==> src/hw/rtl/ste_pkg.sv <==
package ste_pkg;

	// Field widths of the request and response beats.
	localparam int unsigned OP_W  = 2;
	localparam int unsigned VAL_W = 32;
	localparam int unsigned IDX_W = 5;
	localparam int unsigned ST_W  = 3;
	localparam int unsigned CNT_W = 5;

	// Operation codes carried in the request beat.
	typedef enum logic [OP_W-1:0] {
		OP_INSERT = 2'd0,
		OP_DELETE = 2'd1,
		OP_MODIFY = 2'd2,
		OP_QUERY  = 2'd3
	} op_t;

	// Status codes carried in the response beat.
	typedef enum logic [ST_W-1:0] {
		ST_OK        = 3'd0,
		ST_FULL      = 3'd1,
		ST_NOT_FOUND = 3'd2,
		ST_BAD_INDEX = 3'd3,
		ST_EMPTY     = 3'd4
	} status_t;

	// Commands from the controller to the datapath.
	typedef struct packed {
		logic load;     // capture the request beat
		logic init;     // prepare a table walk
		logic quick;    // finish an operation that needs no walk
		logic scan;     // advance the table walk
		logic publish;  // move the result into the response register
	} cmd_t;

	// Status from the datapath to the controller.
	typedef struct packed {
		logic quick;    // the captured operation finishes without a walk
		logic done;     // the walk completes in this cycle
	} dp_stat_t;

endpackage

==> src/hw/rtl/ste_req_if.sv <==
interface ste_req_if;

	logic                              valid;
	logic                              ready;
	logic [ste_pkg::OP_W-1:0]          op;
	logic signed [ste_pkg::VAL_W-1:0]  value;
	logic [ste_pkg::IDX_W-1:0]         index;

	modport source (output valid, output op, output value, output index, input ready);
	modport sink (input valid, input op, input value, input index, output ready);

endinterface

==> src/hw/rtl/ste_rsp_if.sv <==
interface ste_rsp_if;

	logic                      valid;
	logic                      ready;
	logic [ste_pkg::ST_W-1:0]  status;
	logic [ste_pkg::CNT_W-1:0] position;
	logic [ste_pkg::CNT_W-1:0] removed;
	logic [ste_pkg::CNT_W-1:0] count;

	modport source (output valid, output status, output position, output removed,
		output count, input ready);
	modport sink (input valid, input status, input position, input removed,
		input count, output ready);

endinterface

==> src/hw/rtl/ste_datapath.sv <==
module ste_datapath #(
	parameter int unsigned DEPTH = 16
) (
	input  logic                              clk,
	input  logic                              arst_n,
	input  ste_pkg::cmd_t                     cmd,
	output ste_pkg::dp_stat_t                 stat,
	input  logic [ste_pkg::OP_W-1:0]          in_op,
	input  logic signed [ste_pkg::VAL_W-1:0]  in_value,
	input  logic [ste_pkg::IDX_W-1:0]         in_index,
	output logic [ste_pkg::ST_W-1:0]          status,
	output logic [ste_pkg::CNT_W-1:0]         position,
	output logic [ste_pkg::CNT_W-1:0]         removed,
	output logic [ste_pkg::CNT_W-1:0]         count
);

	localparam int unsigned CW = $clog2(DEPTH + 1);
	localparam int unsigned AW = $clog2(DEPTH);
	localparam int unsigned LW = (CW > ste_pkg::IDX_W) ? CW : ste_pkg::IDX_W;
	localparam int unsigned OW = (CW > ste_pkg::CNT_W) ? CW : ste_pkg::CNT_W;

	// Table storage with one write port and one registered read port.
	logic signed [ste_pkg::VAL_W-1:0] mem_q [DEPTH];
	logic signed [ste_pkg::VAL_W-1:0] rdata_s1;

	// Captured request.
	ste_pkg::op_t                     op_q;
	logic signed [ste_pkg::VAL_W-1:0] val_q;
	logic [ste_pkg::IDX_W-1:0]        idx_q;

	// Walk state.
	logic [CW-1:0] fill_q;
	logic [CW-1:0] ptr_q;
	logic [CW-1:0] wr_q;
	logic [CW-1:0] rem_q;
	logic          issue_end_q;
	logic          pend_s1;
	logic [CW-1:0] posn_s1;

	// Pending result and response register.
	ste_pkg::status_t          res_status_q;
	logic [CW-1:0]             res_pos_q;
	logic [CW-1:0]             res_rem_q;
	logic [ste_pkg::ST_W-1:0]  out_status_q;
	logic [ste_pkg::CNT_W-1:0] out_pos_q;
	logic [ste_pkg::CNT_W-1:0] out_rem_q;
	logic [ste_pkg::CNT_W-1:0] out_cnt_q;

	logic                             we;
	logic [AW-1:0]                    waddr;
	logic signed [ste_pkg::VAL_W-1:0] wdata;
	logic [AW-1:0]                    raddr;
	logic                             proc_done;
	logic                             issue_en;
	logic                             quick;
	logic                             idx_ok;
	logic                             is_last;
	logic                             gt;
	logic                             eq;
	logic [CW-1:0]                    rem_tot;
	logic [LW-1:0]                    fill_ext;
	logic [LW-1:0]                    idx_ext;
	logic [LW-1:0]                    idx_m1;
	logic [OW-1:0]                    pos_w;
	logic [OW-1:0]                    rem_w;
	logic [OW-1:0]                    cnt_w;

	// Comparisons against the captured value.
	assign fill_ext = LW'(fill_q);
	assign idx_ext  = LW'(idx_q);
	assign idx_m1   = idx_ext - LW'(1);
	assign idx_ok   = (idx_ext != '0) && (idx_ext <= fill_ext);
	assign is_last  = (posn_s1 == (fill_q - CW'(1)));
	assign gt       = (rdata_s1 > val_q);
	assign eq       = (rdata_s1 == val_q);
	assign rem_tot  = rem_q + (eq ? CW'(1) : CW'(0));

	// Operations that finish without walking the table.
	always_comb begin
		unique case (op_q)
			ste_pkg::OP_INSERT: quick = (fill_q == CW'(DEPTH));
			ste_pkg::OP_DELETE: quick = (fill_q == '0);
			ste_pkg::OP_MODIFY: quick = 1'b1;
			ste_pkg::OP_QUERY:  quick = (fill_q == '0);
			default:            quick = 1'b1;
		endcase
	end

	// Write port selection and completion of the walk.
	always_comb begin
		we        = 1'b0;
		waddr     = '0;
		wdata     = val_q;
		proc_done = 1'b0;
		if (cmd.quick && (op_q == ste_pkg::OP_MODIFY) && idx_ok) begin
			we    = 1'b1;
			waddr = AW'(idx_m1);
		end else if (pend_s1) begin
			unique case (op_q)
				ste_pkg::OP_INSERT: begin
					// Move larger entries up; the value lands just above the first
					// entry that is not greater, or at the bottom.
					we    = 1'b1;
					waddr = AW'(posn_s1);
					if ((posn_s1 != '0) && gt) begin
						wdata = rdata_s1;
					end else begin
						proc_done = 1'b1;
					end
				end
				ste_pkg::OP_DELETE: begin
					// Keep unequal entries, packed down to the write pointer.
					if (!eq) begin
						we    = 1'b1;
						waddr = AW'(wr_q);
						wdata = rdata_s1;
					end
					proc_done = is_last;
				end
				ste_pkg::OP_QUERY: begin
					proc_done = eq || is_last;
				end
				default: begin
					proc_done = 1'b1;
				end
			endcase
		end
	end

	assign issue_en = cmd.scan && !issue_end_q && !proc_done;

	// Insert reads one entry below the position it may write.
	always_comb begin
		if (op_q == ste_pkg::OP_INSERT) begin
			raddr = (ptr_q == '0) ? '0 : AW'(ptr_q - CW'(1));
		end else begin
			raddr = AW'(ptr_q);
		end
	end

	// Table memory.
	always_ff @(posedge clk) begin
		if (we) begin
			mem_q[waddr] <= wdata;
		end
		rdata_s1 <= mem_q[raddr];
	end

	// Request capture.
	always_ff @(posedge clk) begin
		if (cmd.load) begin
			op_q  <= ste_pkg::op_t'(in_op);
			val_q <= in_value;
			idx_q <= in_index;
		end
	end

	// Walk control, fill count and pending result.
	always_ff @(posedge clk or negedge arst_n) begin
		if (!arst_n) begin
			fill_q       <= '0;
			ptr_q        <= '0;
			wr_q         <= '0;
			rem_q        <= '0;
			issue_end_q  <= 1'b0;
			pend_s1      <= 1'b0;
			posn_s1      <= '0;
			res_status_q <= ste_pkg::ST_OK;
			res_pos_q    <= '0;
			res_rem_q    <= '0;
		end else begin
			if (cmd.init) begin
				ptr_q       <= (op_q == ste_pkg::OP_INSERT) ? fill_q : '0;
				wr_q        <= '0;
				rem_q       <= '0;
				issue_end_q <= 1'b0;
				pend_s1     <= 1'b0;
			end
			if (cmd.quick) begin
				res_pos_q <= '0;
				res_rem_q <= '0;
				unique case (op_q)
					ste_pkg::OP_INSERT: res_status_q <= ste_pkg::ST_FULL;
					ste_pkg::OP_DELETE: res_status_q <= ste_pkg::ST_EMPTY;
					ste_pkg::OP_MODIFY: res_status_q <= idx_ok ? ste_pkg::ST_OK
						: ste_pkg::ST_BAD_INDEX;
					ste_pkg::OP_QUERY:  res_status_q <= ste_pkg::ST_NOT_FOUND;
					default:            res_status_q <= ste_pkg::ST_NOT_FOUND;
				endcase
			end
			if (cmd.scan) begin
				// Issue side: one read per cycle.
				pend_s1 <= issue_en;
				posn_s1 <= ptr_q;
				if (issue_en) begin
					if (op_q == ste_pkg::OP_INSERT) begin
						ptr_q       <= ptr_q - CW'(1);
						issue_end_q <= (ptr_q == '0);
					end else begin
						ptr_q       <= ptr_q + CW'(1);
						issue_end_q <= (ptr_q == (fill_q - CW'(1)));
					end
				end
				// Process side: counters of the delete compaction.
				if (pend_s1 && (op_q == ste_pkg::OP_DELETE)) begin
					if (eq) begin
						rem_q <= rem_q + CW'(1);
					end else begin
						wr_q <= wr_q + CW'(1);
					end
				end
				if (proc_done) begin
					res_pos_q <= '0;
					res_rem_q <= '0;
					unique case (op_q)
						ste_pkg::OP_INSERT: begin
							res_status_q <= ste_pkg::ST_OK;
							fill_q       <= fill_q + CW'(1);
						end
						ste_pkg::OP_DELETE: begin
							res_rem_q    <= rem_tot;
							fill_q       <= fill_q - rem_tot;
							res_status_q <= (rem_tot == '0) ? ste_pkg::ST_NOT_FOUND
								: ste_pkg::ST_OK;
						end
						ste_pkg::OP_QUERY: begin
							res_status_q <= eq ? ste_pkg::ST_OK : ste_pkg::ST_NOT_FOUND;
							res_pos_q    <= eq ? (posn_s1 + CW'(1)) : '0;
						end
						default: begin
							res_status_q <= ste_pkg::ST_OK;
						end
					endcase
				end
			end
		end
	end

	// Response register, loaded when the response side has room.
	assign pos_w = OW'(res_pos_q);
	assign rem_w = OW'(res_rem_q);
	assign cnt_w = OW'(fill_q);

	always_ff @(posedge clk) begin
		if (cmd.publish) begin
			out_status_q <= res_status_q;
			out_pos_q    <= pos_w[ste_pkg::CNT_W-1:0];
			out_rem_q    <= rem_w[ste_pkg::CNT_W-1:0];
			out_cnt_q    <= cnt_w[ste_pkg::CNT_W-1:0];
		end
	end

	assign stat.quick = quick;
	assign stat.done  = proc_done;
	assign status     = out_status_q;
	assign position   = out_pos_q;
	assign removed    = out_rem_q;
	assign count      = out_cnt_q;

endmodule

==> src/hw/rtl/ste_ctrl.sv <==
module ste_ctrl (
	input  logic              clk,
	input  logic              arst_n,
	input  logic              in_valid,
	output logic              in_ready,
	output logic              out_valid,
	input  logic              out_ready,
	input  ste_pkg::dp_stat_t stat,
	output ste_pkg::cmd_t     cmd
);

	typedef enum logic [1:0] {
		S_IDLE,
		S_DECIDE,
		S_SCAN,
		S_FIN
	} state_t;

	state_t state_q;
	logic   out_valid_q;
	logic   out_free;

	assign out_free  = !out_valid_q || out_ready;
	assign in_ready  = (state_q == S_IDLE);
	assign out_valid = out_valid_q;

	// Commands follow from the state and the datapath status.
	always_comb begin
		cmd         = '0;
		cmd.load    = (state_q == S_IDLE) && in_valid;
		cmd.quick   = (state_q == S_DECIDE) && stat.quick;
		cmd.init    = (state_q == S_DECIDE) && !stat.quick;
		cmd.scan    = (state_q == S_SCAN);
		cmd.publish = (state_q == S_FIN) && out_free;
	end

	// State and response valid flag.
	always_ff @(posedge clk or negedge arst_n) begin
		if (!arst_n) begin
			state_q     <= S_IDLE;
			out_valid_q <= 1'b0;
		end else begin
			if (out_valid_q && out_ready) begin
				out_valid_q <= 1'b0;
			end
			unique case (state_q)
				S_IDLE: begin
					if (in_valid) begin
						state_q <= S_DECIDE;
					end
				end
				S_DECIDE: begin
					state_q <= stat.quick ? S_FIN : S_SCAN;
				end
				S_SCAN: begin
					if (stat.done) begin
						state_q <= S_FIN;
					end
				end
				S_FIN: begin
					if (out_free) begin
						out_valid_q <= 1'b1;
						state_q     <= S_IDLE;
					end
				end
				default: begin
					state_q <= S_IDLE;
				end
			endcase
		end
	end

endmodule

==> src/hw/rtl/sorted_table_engine_top.sv <==
// Sorted table engine: keeps up to DEPTH signed 32-bit values in ascending order
// (a modify can break the order) and answers one request beat (insert, delete,
// modify or query) with one response beat carrying status, query position, delete
// count and the fill count afterwards. One request is worked on at a time. Modify,
// and any request that is refused at once (insert into a full table, delete or
// query on an empty one), is answered without a table walk. Insert, delete and
// query walk the table through the single read and single write port of the table
// memory, one entry per cycle. Insert walks from the top down to its slot, delete
// walks every entry, and query stops at the first match. A result is not published
// while an earlier response beat still waits to be taken. Request acceptance
// resumes right after the response is registered, even while that response beat
// still waits to be taken. The table contents are not cleared at reset.
module sorted_table_engine_top #(
	parameter int unsigned DEPTH = 16
) (
	input  logic clk,
	input  logic arst_n,
	ste_req_if.sink   req,
	ste_rsp_if.source rsp
);

	ste_pkg::cmd_t     cmd;
	ste_pkg::dp_stat_t stat;

	ste_ctrl u_ctrl (
		.clk       (clk),
		.arst_n    (arst_n),
		.in_valid  (req.valid),
		.in_ready  (req.ready),
		.out_valid (rsp.valid),
		.out_ready (rsp.ready),
		.stat      (stat),
		.cmd       (cmd)
	);

	ste_datapath #(
		.DEPTH (DEPTH)
	) u_datapath (
		.clk      (clk),
		.arst_n   (arst_n),
		.cmd      (cmd),
		.stat     (stat),
		.in_op    (req.op),
		.in_value (req.value),
		.in_index (req.index),
		.status   (rsp.status),
		.position (rsp.position),
		.removed  (rsp.removed),
		.count    (rsp.count)
	);

	// At most one command is issued per cycle.
	a_cmd_onehot: assert property (@(posedge clk) disable iff (!arst_n)
		$onehot0({cmd.load, cmd.init, cmd.quick, cmd.scan, cmd.publish}))
		else $error("controller issued more than one command");

	// A result is only published when the response register has room.
	a_publish_room: assert property (@(posedge clk) disable iff (!arst_n)
		cmd.publish |-> (!rsp.valid || rsp.ready))
		else $error("result published over an untaken response beat");

	// The walk reports completion only while it is running.
	a_done_in_scan: assert property (@(posedge clk) disable iff (!arst_n)
		stat.done |-> cmd.scan)
		else $error("walk completion outside the walk");

	// After a request is accepted, no further request is taken in the next cycle.
	a_one_at_a_time: assert property (@(posedge clk) disable iff (!arst_n)
		(req.valid && req.ready) |=> !req.ready)
		else $error("request accepted while another is in progress");

endmodule

==> src/flat_wrapper.sv <==
// flat-port wrapper written by rule: the top's interface ports become plain ports
module sorted_table_engine_top_flat 
#(
	parameter int unsigned DEPTH = 16
)
  (clk, arst_n, req_valid, req_op, req_value, req_index, req_ready, rsp_valid, rsp_status, rsp_position, rsp_removed, rsp_count, rsp_ready);
  ste_req_if req_i ();
  ste_rsp_if rsp_i ();
  input  logic clk;
  input  logic arst_n;
  input wire logic [$bits(req_i.valid)-1:0] req_valid;
  input wire logic [$bits(req_i.op)-1:0] req_op;
  input wire logic [$bits(req_i.value)-1:0] req_value;
  input wire logic [$bits(req_i.index)-1:0] req_index;
  output wire logic [$bits(req_i.ready)-1:0] req_ready;
  output wire logic [$bits(rsp_i.valid)-1:0] rsp_valid;
  output wire logic [$bits(rsp_i.status)-1:0] rsp_status;
  output wire logic [$bits(rsp_i.position)-1:0] rsp_position;
  output wire logic [$bits(rsp_i.removed)-1:0] rsp_removed;
  output wire logic [$bits(rsp_i.count)-1:0] rsp_count;
  input wire logic [$bits(rsp_i.ready)-1:0] rsp_ready;
  assign req_i.valid = req_valid;
  assign req_i.op = req_op;
  assign req_i.value = req_value;
  assign req_i.index = req_index;
  assign req_ready = req_i.ready;
  assign rsp_valid = rsp_i.valid;
  assign rsp_status = rsp_i.status;
  assign rsp_position = rsp_i.position;
  assign rsp_removed = rsp_i.removed;
  assign rsp_count = rsp_i.count;
  assign rsp_i.ready = rsp_ready;
  sorted_table_engine_top #(.DEPTH(DEPTH)) u_core (.clk(clk), .arst_n(arst_n), .req(req_i), .rsp(rsp_i));
endmodule
==> config.mk <==
export PLATFORM = sky130hd
export DESIGN_NAME = sorted_table_engine_top_flat
export DESIGN_NICKNAME = d
export VERILOG_FILES = /design/src/hw/rtl/ste_pkg.sv /design/src/hw/rtl/ste_req_if.sv /design/src/hw/rtl/ste_rsp_if.sv /design/src/hw/rtl/ste_datapath.sv /design/src/hw/rtl/ste_ctrl.sv /design/src/hw/rtl/sorted_table_engine_top.sv /design/src/flat_wrapper.sv
export SDC_FILE = /design/constraint.sdc
export NUM_CORES = 1
export LEC_CHECK = 0
export ABC_AREA = 1
export CAP_MARGIN = 20
export CORE_ASPECT_RATIO = 1.25
export CORE_MARGIN = 1
export CORE_UTILIZATION = 30
export CTS_CLUSTER_DIAMETER = 40
export DETAILED_ROUTE_END_ITERATION = 6
export DONT_BUFFER_PORTS = 1
export SYNTH_ARGS = -nofsm -noshare
export SYNTH_HDL_FRONTEND = slang
export SYNTH_SLANG_ARGS = --single-unit
export TNS_END_PERCENT = 10
==> constraint.sdc <==
create_clock -name clk -period 7.05 [get_ports clk]
set_input_delay 0.705 -clock clk [delete_from_list [all_inputs] [get_ports clk]]
set_output_delay 0.705 -clock clk [all_outputs]
set_load 0.03 [all_outputs]
==> results of run 1 <==
-- area by class of cell --
cell class	instances	share of cell area, %
tap	1206	4.66
timing repair buffer	43	1.18
sequential	643	58.0
clock inverter	54	2.11
multi-input combinational	1392	23.3
clock buffer	91	6.25
antenna	2	0.0155
inverter	384	4.45
-- placed cells by master, fill, tap and decap left out, types with 7 or more instances in the layout --
master | synthesis | final
xor2_1 | 17 | 17
clkbuf_16 | 0 | 79
dfrtp_1 | 42 | 42
clkinvlp_4 | 0 | 7
nand2_1 | 422 | 422
bufinv_16 | 0 | 7
clkbuf_1 | 65 | 12
a21oi_1 | 174 | 173
ha_1 | 57 | 57
buf_4 | 1 | 38
o211ai_1 | 132 | 132
o21ai_0 | 194 | 194
o22ai_1 | 9 | 8
clkinv_8 | 0 | 7
dfxtp_1 | 32 | 32
inv_6 | 0 | 10
nor2_4 | 1 | 18
nand3_1 | 252 | 252
edfxtp_1 | 569 | 569
inv_1 | 379 | 377
nor2_1 | 51 | 33
nor3_1 | 8 | 8
nand4_1 | 32 | 32
o21ai_1 | 13 | 12
-- final timing paths --
path	start	to	slack, ps	cells after the start
worst max-delay path	u_core.u_datapath.val_q[11]	u_core.u_datapath.mem_q[9][31]	2810	18
worst min-delay path	req_value[22]	u_core.u_datapath.val_q[22]	160	0
worst max register to register	u_core.u_datapath.val_q[11]	u_core.u_datapath.mem_q[9][31]	2810	18
worst min register to register	u_core.u_datapath.rem_w[1]	u_core.u_datapath.removed[1]	440	0
max in group asynchronous	arst_n	u_core.u_datapath.rem_w[2]	6250	2
min in group asynchronous	arst_n	u_core.u_datapath.cnt_w[2]	590	2
-- power groups by stage --
stage                     Combinational [mW]  Clock, mW  Sequential (mW)
after detailed placement                4.61          0             5.36
final                                   4.61       4.09             5.29
after global placement                  4.59          0             5.35
after CTS                               4.64       4.17             5.28
after floorplan                         3.28          0             5.27
after global routing                    5.17       4.32             5.33
-- layer usage --
layer	wire [µm]	GRT usage, %	part of all wire (%)	up-vias
met2	36100	26.7	51	470
met5	99	0	0.14	-
met4	1860	4.84	2.6	14
met3	3990	3.02	5.6	132
met1	29200	17.7	41	8841
li1	-	-	-	8915
-- metrics by stage --
| stage | setup slack [ps] | cell area (µm²) | cells | utilization [%] |
|---|---|---|---|---|
| after detailed placement | 2870 | 29600 | 3666 | 31.8 |
| final | 2810 | 32400 | 3815 | 34.8 |
| after CTS | 2830 | 32400 | 3813 | 34.8 |
| after floorplan | 3310 | 28200 | 2556 | - |
| after global placement | 2870 | 29600 | 3666 | 31.8 |
| after global routing | 2500 | 32400 | 3813 | 34.8 |
-- logic make-up after synthesis --
logic type | count (synthesis)
and+or+nand+nor | 778
muxes | 1
adders and majority gates | 58
buffers and inverters | 521
AOI/OAI and AO/OA | 534
DFF | 643
xor gates and xnor gates | 21
-- repair_timing --
action | 4_1_cts | 5_1_grt
endpoints found under the hold margin | 42 | 0
resized for setup | 0 | 0
hold buffers | 2 | 0
buffers inserted | 0 | 0
==> results.json, run 1 <==
{
  "p_comb_share_pct": 33.0,
  "layout-drive-gt1-share_pct": 8.09,
  "dr.pass1.iters": 5,
  "p_int_mw": 8.68,
  "drt_iter0_drc": 1481,
  "ios": 63,
  "numCtsBuffers": 79,
  "place_congestion": 0.878,
  "yosys_warnings": 0,
  "syn_area_um2": 28200,
  "grt_max_degree": 283,
  "synth_compound_gate_area_share_pct": 10.8,
  "slowest_delay_ps": 700,
  "grt_usage_pct": 14.8,
  "synth_common_cells": "569 x edfxtp_1, 422 x nand2_1, 379 x inv_1",
  "fmax_ghz": 0.236,
  "viasPerCell": 4.82,
  "start_kind": "flop",
  "grt_overflow": 0,
  "regArea_um2": 18800,
  "multi_input_area_um2": 7540,
  "wire_per_inst_um": 18.7,
  "finalCriticalPeriod_ps": 4240,
  "core_um2": 93100,
  "grt_pass1_vias": 17592,
  "yosysUniqueCellTypes": 44,
  "synth-simple-area-share_pct": 12.0,
  "slew_headroom_pct": 15.5,
  "switching_power_mw": 5.30,
  "ir_drop_uv": 393,
  "power.total_mw": 14.0,
  "h-tree-depth": 3,
  "avgSynthCellArea_um2": 11.0,
  "cp.required_ps": 7400,
  "std_cell_rows": 125,
  "n_fill_cell": 8983,
  "regMostFlops": "u_core.u_datapath.mem_q",
  "drc": 0,
  "port-buffer-count": 0,
  "syn_to_final_growth_pct": 14.8,
  "clock-root-buffer": "clkbuf_16",
  "postRouteAntennaNets": 0,
  "synth_largest_area_cell": "edfxtp_1",
  "path_clk_slew_ps": 60,
  "maxCapViolCount": 0,
  "cts.path.max_buffers": 3,
  "synth_area_leaders": "edfxtp_1 61%, nand2_1 5.6%, inv_1 5.0%",
  "largest_reg_flops": 512,
  "crit_fanout": 29,
  "dp_hpwl_mm": 41.2,
  "fin_nets": 2644,
  "finalSetupTns_ps": 0,
  "synthAdderAreaFrac_pct": 2.60,
  "top_regs": "u_core.u_datapath.mem_q x512, u_core.u_datapath.rdata_s1 x32, u_core.u_datapath.val_q x32",
  "synthMuxAreaShare_pct": 0.0399,
  "async_reset_ff_share_pct": 6.53,
  "synth-xor-area-share_pct": 0.652,
  "finalHoldWorstSlack_ps": 160,
  "synth_top_family_by_area": "simple AND/OR/NAND/NOR gates",
  "die_h_um": 345,
  "pwr-share-clk_pct": 29.2,
  "path_cells": "inv_1, ha_1, nand2_1, inv_1, nand3_1, nor3_1, nand2_1, buf_4, inv_2, nor2_1, buf_4, nand3_1, buf_4, nand2_1, nand2_1, nor2_2, o21ai_0, buf_4",
  "cts_tree": "yes",
  "final_hold_viol_count": 0,
  "cp.arrival_ps": 4590,
  "crit_family": "buffers and inverters",
  "dieArea_um2": 95200,
  "finalCritPeriodShare_pct": 60.1,
  "slew_violations": 0,
  "grt_pass1_wl_mm": 108,
  "clkLatencyLatePin_ps": 640,
  "leakage_nw": 12.4,
  "synth-seq-cells": 643,
  "synth_edf_count": 569,
  "hold_class": "input pin to flop",
  "ys_seq_area_share_pct": 66.6,
  "path_class": "flop to flop",
  "setup_viol_count_final": 0,
  "cts_sinks": 643,
  "p_sw_share_pct": 37.9,
  "fin_skew_ps": 26.5,
  "rsz0062_at_grt": "no",
  "start_util_pct": 30.3,
  "path_buf_inv": 7,
  "dieWidth_um": 276,
  "crit_path_end_kind": "flop",
  "worst_slew_pin_slew_ps": 1270,
  "grt_antenna_before_repair": 22,
  "syn_nets": 2657,
  "synth_top_area_share_pct": 60.6,
  "synth_most_common_cell": "edfxtp_1",
  "status": "completed",
  "syn-instance-count": 2556,
  "power.density_nw_per_um2": 432,
  "num_vias": 18372,
  "synth_flop_cell": "edfxtp_1",
  "wirelength_mm": 71.2,
  "slowest_stage": "nor2_2",
  "pwr-share-seq_pct": 37.8
}
Note: power is estimated with default switching activity, not from simulation.
==> run 2: changes to the inputs <==
Clock period 7.05 ns to 3.5 ns, I/O delays scaled along.
==> run 2 against run 1 <==
- first-iteration DRC count down 3.6%
- hold slack worse by 78 ps
- clock power rose by 89%
- flip-flop and latch count did not move
- register-to-register slack got worse by 2600 ps
- largest cell class unchanged
==> results.json, run 2 (same netlist as run 1, synthesis figures left out) <==
{
  "h-tree-depth": 3,
  "layout-drive-gt1-share_pct": 10.5,
  "slew_violations": 0,
  "fin_ws_ps": 199,
  "clock-root-buffer": "clkbuf_16",
  "std_cell_rows": 125,
  "grt_max_degree": 89,
  "grt_pass1_wl_mm": 111,
  "cts_sinks": 643,
  "worst_slew_pin_slew_ps": 921,
  "setup_viol_count_final": 0,
  "finalCritPeriodShare_pct": 94.3,
  "place_area_um2": 30700,
  "port-buffer-count": 0,
  "final_cell_mix": "569 x edfxtp_1, 422 x nand2_1, 377 x inv_1, 252 x nand3_1, 194 x o21ai_0",
  "ir_drop_uv": 715,
  "crit_path_end_kind": "flop",
  "path_class": "flop to flop",
  "fin_nets": 2767,
  "dieArea_um2": 95200,
  "slowest_delay_ps": 520,
  "dp_hpwl_mm": 45.8,
  "n_fill_cell": 8982,
  "wirelength_mm": 72.4,
  "path_clk_slew_ps": 60,
  "path_cells": "ha_1, a21oi_1, o21ai_0, o22ai_1, nand4_1, o21ai_0, nand2_1, nor2_4, buf_12",
  "slowest_stage": "o21ai_0",
  "cp.required_ps": 3810,
  "start_kind": "flop",
  "final_hold_viol_count": 0,
  "maxCapViolCount": 0,
  "regMostFlops": "u_core.u_datapath.mem_q",
  "fmax_ghz": 0.303,
  "final_common_cell": "edfxtp_1",
  "largest_reg_flops": 512,
  "finalSetupTns_ps": 0,
  "drt_iter0_drc": 1427,
  "top_regs": "u_core.u_datapath.mem_q x512, u_core.u_datapath.rdata_s1 x32, u_core.u_datapath.val_q x32",
  "cp.arrival_ps": 3610,
  "rsz0062_at_grt": "yes",
  "status": "completed",
  "postRouteAntennaNets": 0,
  "slew_headroom_pct": 38.4,
  "crit_top_cell": "o21ai_0",
  "pre_cts_ws_ps": 182,
  "grt_antenna_before_repair": 7,
  "numCtsBuffers": 75,
  "num_vias": 19012,
  "power.density_nw_per_um2": 852,
  "core_um2": 93100,
  "place_congestion": 0.851,
  "viasPerCell": 4.84,
  "dr.pass1.iters": 5,
  "die_h_um": 345,
  "crit_fanout": 16,
  "grt_usage_pct": 15.2,
  "fin_area_um2": 33600,
  "clkLatencyLatePin_ps": 620,
  "syn_to_final_growth_pct": 19.3,
  "ios": 63,
  "start_util_pct": 30.3,
  "drc": 0,
  "grt_pass1_vias": 18316,
  "hold_class": "input pin to flop",
  "holdPathStages": 4,
  "reg2reg_depth": 9,
  "finalCriticalPeriod_ps": 3300,
  "fin_skew_ps": 24.1,
  "cts.path.max_buffers": 3,
  "wire_per_inst_um": 18.4,
  "grt_overflow": 0,
  "cts_tree": "yes",
  "dieWidth_um": 276,
  "leakage_nw": 13.0
}
-- run 2: cell count changes in the layout (fill, tap and decap cells not counted), moves of 2 or more --
cell / delta
clkinv_8: -6
clkinvlp_4: -2
clkinv_4: -2
dlygate4sd3_1: +40
clkinv_1: +4
buf_12: +37
buf_4: +49
clkbuf_16: -2
clkinv_16: -2
-- run 2: final timing paths --
kind	from	slack, ps	endpoint
min reg2reg	u_core.u_datapath.pos_w[3]	440	u_core.u_datapath.position[3]
min	req_valid	80	u_core.u_ctrl.state_q[1]
max in group asynchronous	arst_n	3040	u_core.u_datapath.rem_q[2]
min in group asynchronous	arst_n	260	u_core.u_datapath.cnt_w[2]
max	u_core.u_datapath.idx_ext[2]	200	u_core.u_datapath.mem_q[11][31]
max reg2reg	u_core.u_datapath.idx_ext[2]	200	u_core.u_datapath.mem_q[11][31]
-- run 2: area by class of cell --
class / count / area, µm² / share of cell area, %
well taps: 1206 / 1510 / 4.48
flip-flops and latches: 643 / 18800 / 55.8
clock buffers: 89 / 1980 / 5.89
clock inverters: 45 / 465 / 1.38
inverters: 384 / 1440 / 4.28
multi-input cells: 1392 / 7550 / 22.4
repair buffers: 170 / 1920 / 5.70
diodes: 1 / 2.50 / 0.00744
-- run 2: power by group --
group | internal (mW) | switching [mW] | total [mW]
combinational | 3.23 | 7.11 | 10.3
sequential | 10.0 | 0.571 | 10.6
clock | 4.55 | 3.18 | 7.73
-- run 2: worst max-delay path: cells and delay by family (launching register included) --
kind	cells	cell delay, ps
AO/OA/AOI/OAI	4	920
flip-flops	1	450
AND/OR/NAND/NOR	3	990
buffers and inverters	1	240
adder cells (fa/ha/maj)	1	360
-- run 2: per-layer routing --
layer | wire length (µm) | track usage [%] | share of wire [%] | vias to the layer above
met4 | 1740 | 5.31 | 2.4 | 10
met5 | 69 | 0 | 0.095 | -
met3 | 3630 | 2.05 | 5.0 | 116
li1 | - | - | - | 9136
met1 | 30400 | 18.9 | 42 | 9232
met2 | 36500 | 27.1 | 50 | 518
-- run 2: repair_timing --
| item | 4_1_cts | 5_1_grt |
|---|---|---|
| hold endpoints to repair | 82 | 0 |
| resized for setup | 0 | 1 |
| setup buffers | 0 | 5 |
| setup endpoints to repair | 0 | 79 |
| hold buffers | 42 | 0 |
-- run 2: metrics by stage --
step / cells / hold slack, ps / total power [mW] / utilization (%)
6_report: 3930 / 81.5 / 28.7 / 36.2
3_5_place_dp: 3748 / 55.3 / 21.0 / 33.0
2_1_floorplan: 2556 / 54.4 / 17.2 / -
3_3_place_gp: 3747 / 55.3 / 20.9 / 33.0
5_1_grt: 3929 / 104 / 30.4 / 36.2
4_1_cts: 3924 / 38.5 / 28.8 / 36.1
